### config.mk
export PLATFORM = sky130hd
export DESIGN_NAME = ordered_countdown_timer_bank_top
export DESIGN_NICKNAME = d
export VERILOG_FILES = /design/src/rtl/octb_pkg.sv /design/src/rtl/ordered_countdown_timer_bank_top.sv /design/src/rtl/octb_store.sv /design/src/rtl/octb_ctrl.sv
export SDC_FILE = /design/constraint.sdc
export NUM_CORES = 1
export LEC_CHECK = 0
export ABC_AREA = 1
export BUFFER_PORTS_ARGS = -buffer_cell sky130_fd_sc_hd__buf_2
export CORE_ASPECT_RATIO = 1.4
export CORE_MARGIN = 5
export CORE_UTILIZATION = 63
export DETAILED_ROUTE_END_ITERATION = 10
export GPL_ROUTABILITY_DRIVEN = 0
export PLACE_DENSITY = 0.81
export SETUP_SLACK_MARGIN = 0.5
export SLEW_MARGIN = 30
export SYNTH_ARGS = -nofsm -noshare
export SYNTH_HDL_FRONTEND = slang
export SYNTH_SLANG_ARGS = --single-unit
### constraint.sdc
create_clock -name clk -period 8.3 [get_ports clk]
set_clock_uncertainty 0.05 [all_clocks]
set_input_delay 1.245 -clock clk [delete_from_list [all_inputs] [get_ports clk]]
set_output_delay 1.245 -clock clk [all_outputs]
set_load 0.01 [all_outputs]
### src/rtl/octb_pkg.sv
package octb_pkg;

  // Bank geometry
  localparam int SLOTS  = 8;
  localparam int SLOT_W = 3;
  localparam int POS_W  = 4;
  localparam int REM_W  = 26;
  localparam int SEC_W  = 16;
  localparam int MS_W   = 16;

  localparam logic [REM_W-1:0] MS_PER_SEC = REM_W'(1000);
  localparam logic [SEC_W-1:0] MIN_PERIOD_RST = SEC_W'(1);

  // Request op codes
  localparam logic [1:0] OP_TICK  = 2'd0;
  localparam logic [1:0] OP_START = 2'd1;
  localparam logic [1:0] OP_STOP  = 2'd2;

  // Access bundle for the timer store
  typedef struct packed {
    logic              ord_re;
    logic [SLOT_W-1:0] ord_raddr;
    logic              ord_we;
    logic [SLOT_W-1:0] ord_waddr;
    logic [SLOT_W-1:0] ord_wdata;
    logic              rem_re;
    logic [SLOT_W-1:0] rem_raddr;
    logic              rem_we;
    logic [SLOT_W-1:0] rem_waddr;
    logic [REM_W-1:0]  rem_wdata;
  } mem_req_t;

  // One result
  typedef struct packed {
    logic [SLOT_W-1:0] expired_slot;
    logic              fired;
    logic [POS_W-1:0]  active_count;
    logic              last;
  } res_t;

endpackage

### src/rtl/ordered_countdown_timer_bank_top.sv
// Start: a reload state, then the acknowledge. Unused op or stop of an idle
//   slot: the acknowledge only; stop of a running slot: a walk over every
//   active entry first. Tick: each active entry costs one order-memory read
//   followed by one time-memory read, both with a registered read port.
// One request at a time; the input stalls until its last result is queued.
// Reset (rst_n low, synchronous) empties the list and sets the minimum period
//   to 1 s; the memories themselves are not cleared.
module ordered_countdown_timer_bank_top (
  input  logic                          clk,
  input  logic                          rst_n,
  input  logic                          in_valid,
  output logic                          in_stall,
  input  logic [1:0]                    in_op,
  input  logic [octb_pkg::SLOT_W-1:0]   in_slot,
  input  logic [octb_pkg::SEC_W-1:0]    in_period_sec,
  input  logic [octb_pkg::MS_W-1:0]     in_elapsed_ms,
  output logic                          out_valid,
  input  logic                          out_stall,
  output logic [octb_pkg::SLOT_W-1:0]   out_expired_slot,
  output logic                          out_fired,
  output logic [octb_pkg::POS_W-1:0]    out_active_count,
  output logic                          out_last,
  input  logic                          cfg_valid,
  output logic                          cfg_ready,
  input  logic [octb_pkg::SEC_W-1:0]    cfg_min_period_sec
);
  import octb_pkg::*;

  logic [SEC_W-1:0]  min_period_r;
  mem_req_t          mreq;
  logic [SLOT_W-1:0] ord_rdata;
  logic [REM_W-1:0]  rem_rdata;
  logic              out_free;
  logic              push;
  res_t              push_res;
  logic              out_vld_r;
  res_t              out_res_r;

  // Minimum period register
  assign cfg_ready = 1'b1;

  always_ff @(posedge clk) begin
    if (!rst_n) begin
      min_period_r <= MIN_PERIOD_RST;
    end else if (cfg_valid && cfg_ready) begin
      min_period_r <= cfg_min_period_sec;
    end
  end

  octb_store u_store (
    .clk       (clk),
    .req       (mreq),
    .ord_rdata (ord_rdata),
    .rem_rdata (rem_rdata)
  );

  octb_ctrl u_ctrl (
    .clk           (clk),
    .rst_n         (rst_n),
    .in_valid      (in_valid),
    .in_stall      (in_stall),
    .in_op         (in_op),
    .in_slot       (in_slot),
    .in_period_sec (in_period_sec),
    .in_elapsed_ms (in_elapsed_ms),
    .min_period    (min_period_r),
    .mreq          (mreq),
    .ord_rdata     (ord_rdata),
    .rem_rdata     (rem_rdata),
    .out_free      (out_free),
    .push          (push),
    .push_res      (push_res)
  );

  // Output register
  assign out_free = !out_vld_r || !out_stall;

  always_ff @(posedge clk) begin
    if (!rst_n) begin
      out_vld_r <= 1'b0;
    end else if (push) begin
      out_vld_r <= 1'b1;
    end else if (!out_stall) begin
      out_vld_r <= 1'b0;
    end
  end

  always_ff @(posedge clk) begin
    if (push) begin
      out_res_r <= push_res;
    end
  end

  assign out_valid        = out_vld_r;
  assign out_expired_slot = out_res_r.expired_slot;
  assign out_fired        = out_res_r.fired;
  assign out_active_count = out_res_r.active_count;
  assign out_last         = out_res_r.last;

endmodule

### src/rtl/octb_store.sv
module octb_store (
  input  logic                          clk,
  input  octb_pkg::mem_req_t            req,
  output logic [octb_pkg::SLOT_W-1:0]   ord_rdata,
  output logic [octb_pkg::REM_W-1:0]    rem_rdata
);
  import octb_pkg::*;

  logic [SLOT_W-1:0] ord_mem [SLOTS];
  logic [REM_W-1:0]  rem_mem [SLOTS];

  // Active list order, one read and one write port
  always_ff @(posedge clk) begin
    if (req.ord_we) begin
      ord_mem[req.ord_waddr] <= req.ord_wdata;
    end
    if (req.ord_re) begin
      ord_rdata <= ord_mem[req.ord_raddr];
    end
  end

  // Remaining time per slot, one read and one write port
  always_ff @(posedge clk) begin
    if (req.rem_we) begin
      rem_mem[req.rem_waddr] <= req.rem_wdata;
    end
    if (req.rem_re) begin
      rem_rdata <= rem_mem[req.rem_raddr];
    end
  end

endmodule

### src/rtl/octb_ctrl.sv
module octb_ctrl (
  input  logic                          clk,
  input  logic                          rst_n,
  input  logic                          in_valid,
  output logic                          in_stall,
  input  logic [1:0]                    in_op,
  input  logic [octb_pkg::SLOT_W-1:0]   in_slot,
  input  logic [octb_pkg::SEC_W-1:0]    in_period_sec,
  input  logic [octb_pkg::MS_W-1:0]     in_elapsed_ms,
  input  logic [octb_pkg::SEC_W-1:0]    min_period,
  output octb_pkg::mem_req_t            mreq,
  input  logic [octb_pkg::SLOT_W-1:0]   ord_rdata,
  input  logic [octb_pkg::REM_W-1:0]    rem_rdata,
  input  logic                          out_free,
  output logic                          push,
  output octb_pkg::res_t                push_res
);
  import octb_pkg::*;

  typedef enum logic [6:0] {
    S_IDLE  = 7'b0000001,
    S_START = 7'b0000010,
    S_TREM  = 7'b0000100,
    S_TEVAL = 7'b0001000,
    S_TEND  = 7'b0010000,
    S_PEVAL = 7'b0100000,
    S_ACK   = 7'b1000000
  } state_t;

  state_t            state_r, state_nxt;
  logic [POS_W-1:0]  cnt_r, cnt_nxt;
  logic [SLOTS-1:0]  mask_r, mask_nxt;
  logic [POS_W-1:0]  rd_r, rd_nxt;
  logic [POS_W-1:0]  wr_r, wr_nxt;
  logic              pend_vld_r, pend_vld_nxt;
  logic [SLOT_W-1:0] pend_slot_r, pend_slot_nxt;
  logic [POS_W-1:0]  pend_cnt_r, pend_cnt_nxt;
  logic [SLOT_W-1:0] cur_r, cur_nxt;

  // Latched request payload
  logic [SLOT_W-1:0] slot_r;
  logic [SEC_W-1:0]  period_r;
  logic [MS_W-1:0]   elapsed_r;

  logic              accept;
  logic [POS_W-1:0]  rd_inc;
  logic [REM_W-1:0]  elapsed_ext;
  logic              expire;
  logic [SEC_W-1:0]  period_clamp;
  logic [REM_W-1:0]  load_ms;

  assign in_stall     = (state_r != S_IDLE);
  assign accept       = in_valid && !in_stall;
  assign rd_inc       = rd_r + POS_W'(1);
  assign elapsed_ext  = REM_W'(elapsed_r);
  assign expire       = (rem_rdata <= elapsed_ext);
  assign period_clamp = (period_r < min_period) ? min_period : period_r;
  assign load_ms      = REM_W'(period_clamp) * MS_PER_SEC;

  // Payload capture
  always_ff @(posedge clk) begin
    if (accept) begin
      slot_r    <= in_slot;
      period_r  <= in_period_sec;
      elapsed_r <= in_elapsed_ms;
    end
  end

  // Sequencer
  always_comb begin
    state_nxt     = state_r;
    cnt_nxt       = cnt_r;
    mask_nxt      = mask_r;
    rd_nxt        = rd_r;
    wr_nxt        = wr_r;
    pend_vld_nxt  = pend_vld_r;
    pend_slot_nxt = pend_slot_r;
    pend_cnt_nxt  = pend_cnt_r;
    cur_nxt       = cur_r;
    mreq          = '0;
    push          = 1'b0;
    push_res      = '0;

    unique case (state_r)
      S_IDLE: begin
        if (accept) begin
          rd_nxt = '0;
          wr_nxt = '0;
          unique case (in_op)
            OP_TICK: begin
              if (cnt_r != '0) begin
                mreq.ord_re    = 1'b1;
                mreq.ord_raddr = '0;
                state_nxt      = S_TREM;
              end
            end
            OP_START: state_nxt = S_START;
            OP_STOP: begin
              if (mask_r[in_slot]) begin
                mreq.ord_re    = 1'b1;
                mreq.ord_raddr = '0;
                state_nxt      = S_PEVAL;
              end else begin
                state_nxt = S_ACK;
              end
            end
            default: state_nxt = S_ACK;
          endcase
        end
      end

      // Reload the slot; append it when not already listed
      S_START: begin
        mreq.rem_we    = 1'b1;
        mreq.rem_waddr = slot_r;
        mreq.rem_wdata = load_ms;
        if (!mask_r[slot_r] && cnt_r < POS_W'(SLOTS)) begin
          mreq.ord_we     = 1'b1;
          mreq.ord_waddr  = cnt_r[SLOT_W-1:0];
          mreq.ord_wdata  = slot_r;
          cnt_nxt         = cnt_r + POS_W'(1);
          mask_nxt[slot_r] = 1'b1;
        end
        state_nxt = S_ACK;
      end

      // List entry in hand: fetch its time
      S_TREM: begin
        cur_nxt        = ord_rdata;
        mreq.rem_re    = 1'b1;
        mreq.rem_raddr = ord_rdata;
        state_nxt      = S_TEVAL;
      end

      // Decrement or retire one entry, compacting behind the read pointer
      S_TEVAL: begin
        if (!expire || !pend_vld_r || out_free) begin
          if (expire) begin
            if (pend_vld_r) begin
              push                  = 1'b1;
              push_res.expired_slot = pend_slot_r;
              push_res.fired        = 1'b1;
              push_res.active_count = pend_cnt_r;
              push_res.last         = 1'b0;
            end
            pend_vld_nxt   = 1'b1;
            pend_slot_nxt  = cur_r;
            pend_cnt_nxt   = cnt_r - rd_r + wr_r - POS_W'(1);
            mask_nxt[cur_r] = 1'b0;
          end else begin
            mreq.rem_we    = 1'b1;
            mreq.rem_waddr = cur_r;
            mreq.rem_wdata = rem_rdata - elapsed_ext;
            mreq.ord_we    = 1'b1;
            mreq.ord_waddr = wr_r[SLOT_W-1:0];
            mreq.ord_wdata = cur_r;
            wr_nxt         = wr_r + POS_W'(1);
          end
          rd_nxt = rd_inc;
          if (rd_inc < cnt_r) begin
            mreq.ord_re    = 1'b1;
            mreq.ord_raddr = rd_inc[SLOT_W-1:0];
            state_nxt      = S_TREM;
          end else begin
            state_nxt = S_TEND;
          end
        end
      end

      // Commit new length, flush the held expiry with the last marker
      S_TEND: begin
        cnt_nxt = wr_r;
        if (!pend_vld_r) begin
          state_nxt = S_IDLE;
        end else if (out_free) begin
          push                  = 1'b1;
          push_res.expired_slot = pend_slot_r;
          push_res.fired        = 1'b1;
          push_res.active_count = pend_cnt_r;
          push_res.last         = 1'b1;
          pend_vld_nxt          = 1'b0;
          state_nxt             = S_IDLE;
        end
      end

      // Stop walk: copy every entry except the stopped slot
      S_PEVAL: begin
        if (ord_rdata != slot_r) begin
          mreq.ord_we    = 1'b1;
          mreq.ord_waddr = wr_r[SLOT_W-1:0];
          mreq.ord_wdata = ord_rdata;
          wr_nxt         = wr_r + POS_W'(1);
        end
        rd_nxt = rd_inc;
        if (rd_inc < cnt_r) begin
          mreq.ord_re    = 1'b1;
          mreq.ord_raddr = rd_inc[SLOT_W-1:0];
        end else begin
          cnt_nxt          = cnt_r - POS_W'(1);
          mask_nxt[slot_r] = 1'b0;
          state_nxt        = S_ACK;
        end
      end

      S_ACK: begin
        if (out_free) begin
          push                  = 1'b1;
          push_res.expired_slot = '0;
          push_res.fired        = 1'b0;
          push_res.active_count = cnt_r;
          push_res.last         = 1'b1;
          state_nxt             = S_IDLE;
        end
      end

      default: state_nxt = S_IDLE;
    endcase
  end

  // Control registers
  always_ff @(posedge clk) begin
    if (!rst_n) begin
      state_r    <= S_IDLE;
      cnt_r      <= '0;
      mask_r     <= '0;
      rd_r       <= '0;
      wr_r       <= '0;
      pend_vld_r <= 1'b0;
    end else begin
      state_r    <= state_nxt;
      cnt_r      <= cnt_nxt;
      mask_r     <= mask_nxt;
      rd_r       <= rd_nxt;
      wr_r       <= wr_nxt;
      pend_vld_r <= pend_vld_nxt;
    end
  end

  always_ff @(posedge clk) begin
    pend_slot_r <= pend_slot_nxt;
    pend_cnt_r  <= pend_cnt_nxt;
    cur_r       <= cur_nxt;
  end

  // List length never exceeds the bank
  a_cnt_bound: assert property (@(posedge clk) disable iff (!rst_n)
    cnt_r <= POS_W'(SLOTS))
    else $error("active list longer than bank");

  // Between requests the membership mask matches the list length
  a_mask_cnt: assert property (@(posedge clk) disable iff (!rst_n)
    (state_r == S_IDLE) |-> ($countones(mask_r) == int'(cnt_r)))
    else $error("membership mask out of step with list length");

  // Compaction write pointer stays behind the read pointer
  a_wr_behind: assert property (@(posedge clk) disable iff (!rst_n)
    (state_r == S_TEVAL || state_r == S_PEVAL || state_r == S_TREM) |-> (wr_r <= rd_r))
    else $error("compaction pointer passed read pointer");

  // A result is only handed over when the output register can take it
  a_push_free: assert property (@(posedge clk) disable iff (!rst_n)
    push |-> out_free)
    else $error("result pushed into full output register");

  // A tick walk ends with no held expiry
  a_pend_flush: assert property (@(posedge clk) disable iff (!rst_n)
    (state_r == S_IDLE) |-> !pend_vld_r)
    else $error("expiry left behind after tick");

endmodule

==> qor.csv <==
stage,metric,value,unit
outcome,status,"complete, no violations",
global_routing,antenna_found_initial,0,
critical_path,r2r_end,u_store.rem_mem[1][15],
global_routing,met2_usage,50.79,%
cells_and_area,nets,2109,
detailed_routing,first_pass_iters,8,
yosys,ys_ff_latch,360,
hold_path,hold_end,u_ctrl.mask_r[1],
clocking,htreeDepth,2,
hold_path,worstHoldStart,u_ctrl.mask_r[1],
detailed_routing,drt_iter0_drc,1281,
placed_design,io_buffers,68,
die,die_w,158.3,um
sta,period_share,87.63,%
cells_and_area,drive_above_1_share,13.58,%
die,coreArea,30620,um2
clocking,clk_latency,540,ps
yosys,syn-num-nets,2047,
die,num_rows,76,
detailed_routing,totalWireLength,49050,um
job,maxCapViolCount,0,
detailed_routing,vias,14412,
detailed_routing,viasPerCell,6.215,
sta,drv_slew,0,
yosys,syn_area,19410,um2
yosys,seq_area_frac_synth,53.38,%
critical_path,crit_path_start_kind,register,
yosys,ys_types,59,
critical_path,worst_setup_path_end_kind,register,
critical_path,crit_type,register to register,
die,die-area,34460,um2
yosys,synthArstFlopShare,0,%
critical_path,cp_data_required_time,8470,ps
global_routing,grt_pass1_wl,76750,um
clocking,postCtsSetupBuffers,0,
yosys,synth_cells,1840,
sta,grt_setup_unrepaired,no,
global_routing,grt-ovfl-total,0,
sta,setup_ws,1026,ps
clocking,cts_buffers,36,
global_routing,grt_pass1_vias,14711,
detailed_routing,drt-wirelength-per-cell,21.15,um
global_routing,grt_busiest_layer,met2,
detailed_routing,drc_errors,0,
placed_design,place_hpwl,32710,um
placed_design,dp.cells,2254,
global_routing,grt_use_total,28.61,%
critical_path,crit_arrival,7450,ps
sta,min_period,7274,ps
critical_path,crit_chain,inv_1 -> ha_1 -> a21oi_1 -> o21ai_0 -> o211ai_1 -> nand2_2 -> o21ai_1 -> inv_1 -> fa_1 -> inv_1 -> fa_1 -> fa_1 -> inv_1 -> fa_1 -> ha_1 -> nand2_1 -> o21ai_0 -> a21o_1 -> inv_1 -> o21ai_0 -> a21oi_1 -> xor2_1 -> o21ai_0,
sta,setup_violations,0,
clocking,clk_path_buf_depth,3,
cells_and_area,area_growth,10.61,%
yosys,ys.warnings.count,0,
clocking,cts_resized,0,
clocking,clock_sinks,360,
die,start_util,63.38,%
critical_path,r2r-start,min_period_r[7],
clocking,root_buffer,clkbuf_16,
critical_path,cpPeakStageDelay,720,ps
sta,max_slew.worst_pin.slew,1036,ps
critical_path,cp_slowest_cell,o21ai_1,
die,num_io_pins,70,
critical_path,reg2reg_depth,23,
clocking,ctsHoldBuffers,0,
critical_path,crit_fanout,32,
die,die_y,217.7,um
cells_and_area,n_antenna_cell,0,
sta,tns,0,ps
yosys,synth_flop_cell,edfxtp_1,
hold_path,hold_class,register to register,
detailed_routing,ant_nets,0,
hold_path,holdPathStages,2,
clocking,clkTransAtPathRegs,70,ps
critical_path,crit_path_frequent_cell,inv_1,
yosys,syn_area_per_cell,10.55,um2
sta,max_freq,137.5,MHz
critical_path,worst-r2r-setup-slack,1030,ps
sta,hold_violations,0,
placed_design,place_ws,793.4,ps
cells_and_area,instances_no_fill,2319,
global_routing,grt_max_degree,79,
clocking,tritoncts,built,
sta,relSlewSlack,30.22,%
global_routing,grtUsageMet1,33.52,%
global_routing,met3_usage,4.090,%
yosys,synth-edff-count,315,
## cell usage in the layout (no fill, tap or decap), types with 4 or more instances in the layout
master        n
edfxtp_1    315
inv_1       238
nand2_1     194
nor2_1      152
a21oi_1     115
o21ai_0      94
nand3_1      91
ha_1         91
buf_2        68
fa_1         58
or2_2        50
nor3_1       45
dfxtp_1      45
clkbuf_16    38
o211ai_1     32
o221ai_1     28
o2111ai_1    27
a32oi_1      26
xnor2_1      22
buf_4        20
xor2_1       15
nor2_2       13
inv_2        13
nand4_1      13
o22ai_1      11
o21ai_1      10
nand2_2       8
nor4_1        8
a21o_1        6
a31o_2        6
bufinv_16     6
clkinvlp_4    6
nand2_4       5
clkinv_1      5
a211oi_1      4
or2_1         4
## metal layers
metal | wire (um) | up-vias
met4 | 2670 | 0
li1 | - | 6605
met2 | 25580 | 737
met5 | 0 | -
met1 | 17020 | 6903
met3 | 3776 | 167
## area by class of cell
type                            count  area, um2
Clock buffer                       42      985.9
Clock inverter                     23      309.0
Fill cell                        2141       9154
Inverter                          254      960.9
Multi-Input combinational cell   1161       7844
Sequential cell                   360      10360
Tap cell                          390      488.0
Timing Repair Buffer               89      518.0
## flip-flops by register name, indices dropped and copies added, names as in the netlist, 4 cells and up
signal	flops
u_ctrl.state_r	7
u_ctrl.elapsed_r	16
u_store.rem_rdata	26
u_store.ord_mem	24
min_period_r	16
u_ctrl.pend_cnt_r	4
u_ctrl.mask_r	8
out_active_count	4
u_ctrl.period_r	16
u_ctrl.wr_r	4
u_store.rem_mem	208
u_ctrl.rd_r	4
u_ctrl.cnt_r	4
## per-stage QoR
step           cell area, um2  hold slack (ps)  util, %
6_report                21470            418.6    70.10
5_1_grt                 21470            454.1    70.10
4_1_cts                 21460            416.3    70.10
3_5_place_dp            20170            406.6    65.87
3_3_place_gp            20140            402.6    65.78
2_1_floorplan           19410            374.4        -
## worst max-delay path: cells and delay by family, from the launching register on
kind / cells / cell delay [ps]
compound gates: 9 / 2860
fa+ha+maj: 6 / 2640
simple gates: 2 / 450
buf+inv: 5 / 440
flops: 1 / 330
xor+xnor: 1 / 180
## synth_stat cells, drive strengths merged, types with 2 or more instances
library cell	instances	area share [%]
o221ai	28	1.3
a31oi	2	0.064
o2111ai	27	1.2
dfxtp	45	4.6
a21oi	115	3.0
o21bai	3	0.12
ha	91	5.9
o22ai	11	0.35
a32oi	26	1.2
buf	19	0.58
a211oi	5	0.22
clkbuf	46	0.91
clkinv	2	0.039
o211ai	33	1.3
a31o	6	0.27
edfxtp	315	49
nand3	93	2.5
or2	54	1.7
nor4	10	0.39
fa	58	6.0
nand2	207	4.2
o21ai	105	2.7
a311oi	2	0.090
xnor2	22	0.99
inv	252	4.9
nor2	169	3.5
a22oi	3	0.19
o221a	2	0.12
xor2	15	0.68
nand4	14	0.48
a21o	6	0.23
o31ai	2	0.077
nor3	47	1.3
## worst max-delay path by stage
stage          cells after the start                 from  slack, ps                     end
2_1_floorplan                     26  u_ctrl.period_r[11]       2030  u_store.rem_mem[0][15]
3_3_place_gp                      22   u_ctrl.period_r[5]        710  u_store.rem_mem[4][15]
3_5_place_dp                      26      min_period_r[1]        790  u_store.rem_mem[5][17]
4_1_cts                           24      min_period_r[7]        690  u_store.rem_mem[4][17]
5_1_grt                           26      min_period_r[1]        540  u_store.rem_mem[5][17]
6_report                          23      min_period_r[7]       1030  u_store.rem_mem[1][15]
## kinds of logic (layout without fill, tap and decap cells)
| kind of cell | after synthesis | in the layout | synth area share, % |
|---|---|---|---|
| buf+inv | 319 | 408 | 6.441 |
| fa+ha+maj | 149 | 149 | 11.85 |
| simple gates | 596 | 596 | 14.18 |
| compound gates | 378 | 378 | 12.46 |
| xor+xnor | 37 | 37 | 1.670 |
| other cells | 1 | 1 | 0.01932 |
| flops | 360 | 360 | 53.38 |
Power is not shown: default switching activity piles up to over one toggle a cycle in this logic, so the estimate is an artifact.
